File: src/hw/rtl/dhnsc_pkg.sv
package dhnsc_pkg;

  localparam int HASH_W = 64;
  localparam int BYTE_W = 8;
  localparam int CNT_W  = 6;

  // Maximum number of nodes held in the table
  localparam logic [CNT_W-1:0] NODE_LIMIT = 6'd32;

  // Seeds of the two running hashes
  localparam logic [HASH_W-1:0] SEED_A = 64'd5381;
  localparam logic [HASH_W-1:0] SEED_B = 64'h0000_0000_9e37_79b9;

  // Closing transaction handed from the hash stage to the tally stage
  typedef struct packed {
    logic              clear;
    logic [HASH_W-1:0] hash_a;
    logic [HASH_W-1:0] hash_b;
  } close_t;

endpackage

File: src/hw/rtl/dhnsc_hash.sv
module dhnsc_hash (
  input  logic                           clk,
  input  logic                           rst_n,
  input  logic                           in_valid,
  output logic                           in_ready,
  input  logic                           in_kind,
  input  logic                           in_has_byte,
  input  logic [dhnsc_pkg::BYTE_W-1:0]   in_data_byte,
  input  logic                           in_last,
  output logic                           cls_valid,
  input  logic                           cls_ready,
  output dhnsc_pkg::close_t              cls
);

  // Input register
  logic                          s1_v_r;
  logic                          s1_kind_r;
  logic                          s1_has_r;
  logic [dhnsc_pkg::BYTE_W-1:0]  s1_byte_r;
  logic                          s1_last_r;

  // Running hashes
  logic [dhnsc_pkg::HASH_W-1:0]  run_a_r, run_a_nxt;
  logic [dhnsc_pkg::HASH_W-1:0]  run_b_r, run_b_nxt;
  logic [dhnsc_pkg::HASH_W-1:0]  fold_a, fold_b, byte_ext;

  // Close register
  logic                          cls_v_r;
  dhnsc_pkg::close_t             cls_r;

  logic s1_needs_slot;
  logic slot_free;
  logic s1_go;

  // Only closing and clear items occupy the close register
  assign s1_needs_slot = s1_kind_r | s1_last_r;
  assign slot_free     = !cls_v_r || cls_ready;
  assign s1_go         = s1_v_r && (!s1_needs_slot || slot_free);
  assign in_ready      = !s1_v_r || s1_go;

  // Fold the held byte into both hashes
  always_comb begin
    byte_ext = {{(dhnsc_pkg::HASH_W-dhnsc_pkg::BYTE_W){1'b0}}, s1_byte_r};
    if (s1_has_r) begin
      fold_a = (run_a_r << 5) + run_a_r + byte_ext;
      fold_b = run_b_r ^ ((run_b_r << 6) + (run_b_r >> 2) + byte_ext);
    end else begin
      fold_a = run_a_r;
      fold_b = run_b_r;
    end
  end

  // Next running hash: back to the seeds on clear or node close
  always_comb begin
    run_a_nxt = run_a_r;
    run_b_nxt = run_b_r;
    if (s1_go) begin
      if (s1_kind_r || s1_last_r) begin
        run_a_nxt = dhnsc_pkg::SEED_A;
        run_b_nxt = dhnsc_pkg::SEED_B;
      end else begin
        run_a_nxt = fold_a;
        run_b_nxt = fold_b;
      end
    end
  end

  // Control registers
  always_ff @(posedge clk) begin
    if (!rst_n) begin
      s1_v_r  <= 1'b0;
      cls_v_r <= 1'b0;
      run_a_r <= dhnsc_pkg::SEED_A;
      run_b_r <= dhnsc_pkg::SEED_B;
    end else begin
      run_a_r <= run_a_nxt;
      run_b_r <= run_b_nxt;
      if (in_ready) begin
        s1_v_r <= in_valid;
      end
      if (s1_go && s1_needs_slot) begin
        cls_v_r <= 1'b1;
      end else if (cls_ready) begin
        cls_v_r <= 1'b0;
      end
    end
  end

  // Payload registers
  always_ff @(posedge clk) begin
    if (in_valid && in_ready) begin
      s1_kind_r <= in_kind;
      s1_has_r  <= in_has_byte;
      s1_byte_r <= in_data_byte;
      s1_last_r <= in_last;
    end
    if (s1_go && s1_needs_slot) begin
      cls_r.clear  <= s1_kind_r;
      cls_r.hash_a <= fold_a;
      cls_r.hash_b <= fold_b;
    end
  end

  assign cls_valid = cls_v_r;
  assign cls       = cls_r;

endmodule

File: config.mk
export PLATFORM = sky130hd
export DESIGN_NAME = dhnsc_hash
export DESIGN_NICKNAME = d
export VERILOG_FILES = /design/src/hw/rtl/dhnsc_pkg.sv /design/src/hw/rtl/dhnsc_hash.sv
export SDC_FILE = /design/constraint.sdc
export NUM_CORES = 1
export LEC_CHECK = 0
export ABC_AREA = 1
export BUFFER_PORTS_ARGS = -buffer_cell sky130_fd_sc_hd__buf_2
export CORE_AREA = 8 8 237 239
export CTS_BUF_LIST = sky130_fd_sc_hd__clkbuf_8 sky130_fd_sc_hd__clkbuf_16
export DETAILED_ROUTE_END_ITERATION = 16
export DIE_AREA = 0 0 245 247
export SETUP_SLACK_MARGIN = 0.4
export SLEW_MARGIN = 20
export SYNTH_ARGS = -nofsm -noshare
export SYNTH_HDL_FRONTEND = slang
export SYNTH_SLANG_ARGS = --single-unit
File: constraint.sdc
create_clock -name clk -period 6.5 [get_ports clk]
set_clock_uncertainty 0.1 [all_clocks]
set_input_delay 1.625 -clock clk [delete_from_list [all_inputs] [get_ports clk]]
set_output_delay 1.625 -clock clk [all_outputs]
set_load 0.01 [all_outputs]
Yosys cells after proc, flatten, opt, wreduce, memory -nomap -nowiden --
Cells that the tools add are included.
Word-level totals: bits in registers 270, latch bits 0, logic and storage cells 34, memories 0, bits of input ports 15, memory bits (writable) 0, memory bits (read-only) 0
Cells by class: eq/ne operators 0, shift operators 0, divide/modulo/power cells 0, multiply operators 0, $add $sub $neg 4, muxes and demuxes 6, reductions and logical operators 11, bitwise gates (word level) 2, order comparisons 0
Operator list (number):
- 64-bit 2-to-1 mux | 4
- 64-bit by 8-bit adder with 64-bit output | 2
- 64-bit by 62-bit adder with 64-bit output | 1
- 64-bit adder | 1
- 64-bit XOR | 1
- 1-bit logical OR | 4
- 1-bit logical AND | 3
- 1-bit logical NOT | 3
- 1-bit 2-to-1 mux | 2
- 2-bit nonzero test | 1
- 1-bit OR | 1

Longest topological paths before layout --
depth after elaboration 6, mapped depth 22, depth with buffers taken out 22

Worst setup path after synthesis --
No wires, ideal clock.
kind input port to flip-flop, start point input cls_ready, end point register cls_r, in the netlist cls[0], enable pin, arrival time 4609 ps, cell stages on the path 4, library setup time 482 ps, data required time 5918 ps, setup slack 1309 ps, cell sequence inv_1 > a31oi_4 > nand2_1 > inv_1
On the way: cells in the longest elaborated chain, start to end 4
Ends and longest elaborated chain:
- start: declaration | RTL line dhnsc_hash.sv:11 | input logic cls_ready,
- 1-bit logical OR | RTL line dhnsc_hash.sv:37 | assign slot_free = !cls_v_r || cls_ready;
- 1-bit logical OR | RTL line dhnsc_hash.sv:38 | assign s1_go = s1_v_r && (!s1_needs_slot || slot_free);
- 1-bit logical AND | RTL line dhnsc_hash.sv:38
- 1-bit logical AND | RTL line dhnsc_hash.sv:97 | if (s1_go && s1_needs_slot) begin
- end: declaration | RTL line dhnsc_hash.sv:29 | dhnsc_pkg::close_t cls_r;
No other way between the ends. A chain may end at the register's enable or synchronous reset.

Worst setup path in the final report --
start point input cls_ready, end point output in_ready
On the way: cells in the longest elaborated chain, start to end 4
Ends and longest elaborated chain:
- 1-bit logical OR | RTL line dhnsc_hash.sv:37
- 1-bit logical OR | RTL line dhnsc_hash.sv:38
- 1-bit logical AND | RTL line dhnsc_hash.sv:38
- 1-bit logical OR | RTL line dhnsc_hash.sv:39 | assign in_ready = !s1_v_r || s1_go;
- end: declaration | RTL line dhnsc_hash.sv:5 | output logic in_ready,
No other way between the ends.

==> metrics.txt <==
area of the multi-input gates 14000 µm²; Hold Buf Count CTS 0; Hold Fails Final Rpt 0; Die Wd 245 µm; NumNets Final 3884; Req. time, crit path 4780 ps; CTS root buf clkbuf_16; max-cap viol count 0; gr usage total 23.9%; clock latency on the worst-skew pair 590 ps; RSZ-0062 raised after global routing false; Setup CP Type input pin to output port; number of placement rows 84; main combinational cell family by area after synthesis simple AND/OR/NAND/NOR gates; CP peak stage delay 180 ps; commonest cells after routing, fill and taps aside nand2_1, inv_1, a21oi_1, ha_1, nor2_1; vias post-DR 21755; Synth-to-Final Area Change 10.7%; grt total ovfl 0; initial antenna violation count 0; outcome finished, final reports clean; Unique masters post-synth 44; Setup crit start kind input pin; max-slew violation total from the final report 0; residual DRC count 0; initial core utilization 44.5%; critical path depth 4; Die Ht 247 µm; CP max stage cell buf_2; hpwl dp 59900 µm; cts repair resizes 0; worst hold slack 353 ps; initial DRC count 1435; drt total wl 73500 µm; Reg clk slew, reported paths 60 ps; Area contributors post-synth nand2_1, edfxtp_1, ha_1, dfxtp_1, inv_1; XOR/XNOR share of the synthesized area 2.75%; Reg2Reg Depth 17; post-route insts no fill 4330; fin crit period 3900 ps; total CTS buffers 30; Worst slew margin 32.7%; Worst EP arrival 2180 ps; crit path cell chain buf_2 -> inv_1 -> nand4_1 -> buf_2; vias per cell 5.02; routability cong. 0.965; clk sinks 270; setup TNS 0 ps; vias in the first global route 21032; Yosys top cell area share 18.6%; port buffer count 145; share of cells above drive strength 1 10.2%; synthesized net count 3764; Leak 12.5 nW; min-delay worst type register to register; final period utilization 60.0%; crit-path leading delay family buffers and inverters; adder and majority gate portion of the synthesized area 13.7%; register area 6810 µm²; core footprint 52200 µm²; CTS tree built; Crit. End Element output port; Crit Path Max Fanout 3; drt wl/cell 17.0 µm; first-pass GRT wire length 116000 µm; #FFs+latches synth 270; Ys Warns 0; Post-DRT Antenna Nets 0; CP dominant cell by count buf_2; register area share after synthesis 29.3%; post-synthesis mux area share 0%; Longest Clk Path Bufs 3; placed cells 4274; Pre-antenna DRT Iters 7; Post-Syn Area 23200 µm²; n_diodes 0; die area 60500 µm²; Mapped Cells 3498; Max VDD drop 0.000286 V; syn_area_per_cell 6.64 µm²; Worst Path Buf+Inv 3; dominant cell type by area after synthesis nand2_1; pin count of the biggest net entering global routing 139; Peak Freq 256 MHz; worst-margin pin slew 1010 ps; most common cell after layout, fill and taps aside nand2_1; Pwr Density 175 nW/µm²; Simple-Gate Fraction of Synth Area 33.5%; setup violators final 0; post-synthesis compound-gate area fraction 10.2%; # Post-CTS Setup Buffers 0; hold path depth 0; fillcell total 5438; H-tree depth 1; IO Pins 146
## final cells by class
cell class | instances | area share, %
clock buffer | 34 | 3.22
clock inverter | 22 | 0.944
inverter | 582 | 8.53
multi-input combinational | 2582 | 54.4
sequential | 270 | 26.5
tap | 688 | 3.35
timing repair buffer | 152 | 3.08
## worst register-to-register path, cell delays in order, from the launching register on
cell and delay, ps:
edfxtp_1 440, inv_1 90, fa_1 530, inv_1 40
ha_1 360, nand2_1 100, nand2_1 80, nand2_1 70
nand2_1 60, inv_1 60, nand2_2 90, nand2_1 70
nand2_1 150, a21oi_1 420, inv_1 100, nand2_1 90
nand4_1 100, and2_1 200
## report_power, final
| group | switching [mW] | internal, mW |
|---|---|---|
| registers | 0.0448 | 1.87 |
| clock network | 0.736 | 1.11 |
| logic | 0.508 | 0.237 |
## per-stage QoR
step	setup WS (ps)	utilization, %	power, mW	instance area (µm²)
floorplan	1310	-	2.46	23200
global route	2490	49.2	4.71	25700
CTS	2590	49.2	4.56	25700
finish	2600	49.2	4.51	25700
detailed placement	2040	47.2	2.70	24600
global placement	2100	47.2	2.70	24600
## registers in the layout (all words and copies together) (netlist names)
register and count:
s1_byte_r 8, s1_has_r 1, run_a_r 64, run_b_r 64, s1_last_r 1, s1_v_r 1, cls_valid 1, s1_kind_r 1
cls 129
## layer usage
layer	part of all wire [%]	GRT usage [%]	wire [µm]
met5	0	0	0
met3	3.4	2.19	2480
met2	49	43.3	35700
met1	45	29.8	32900
met4	3.2	7.10	2390
## cell families (layout without fill, tap and decap cells)
logic type                 after synthesis  count (layout)
and+or+nand+nor                       1826            1826
buffers and inverters                  646             790
AOI/OAI and AO/OA                      439             439
DFF                                    270             270
adders and majority gates              251             251
xor gates and xnor gates                66              66
## cell usage after synthesis, drive strengths merged
cell    instances
a21oi         281
and2           37
a21boi          3
nand3         221
nand2        1201
nor4            2
nor3           22
nor2          266
clkinv          2
buf            27
o211ai          5
nand4          35
ha            244
or2            37
edfxtp        140
a31oi           2
nand3b          5
xnor2          36
inv           580
clkbuf         37
o21ai         125
o21bai         11
dfxtp         130
o21a           12
fa              7
xor2           30
## path summary, 6_finish.rpt
kind         endpoint  slack [ps]         start
max reg2reg   cls[33]        3100  s1_byte_r[6]
min          cls[128]         350     s1_kind_r
min reg2reg  cls[128]         350     s1_kind_r
max          in_ready        2600     cls_ready
Power figures use the tool's default switching activity.
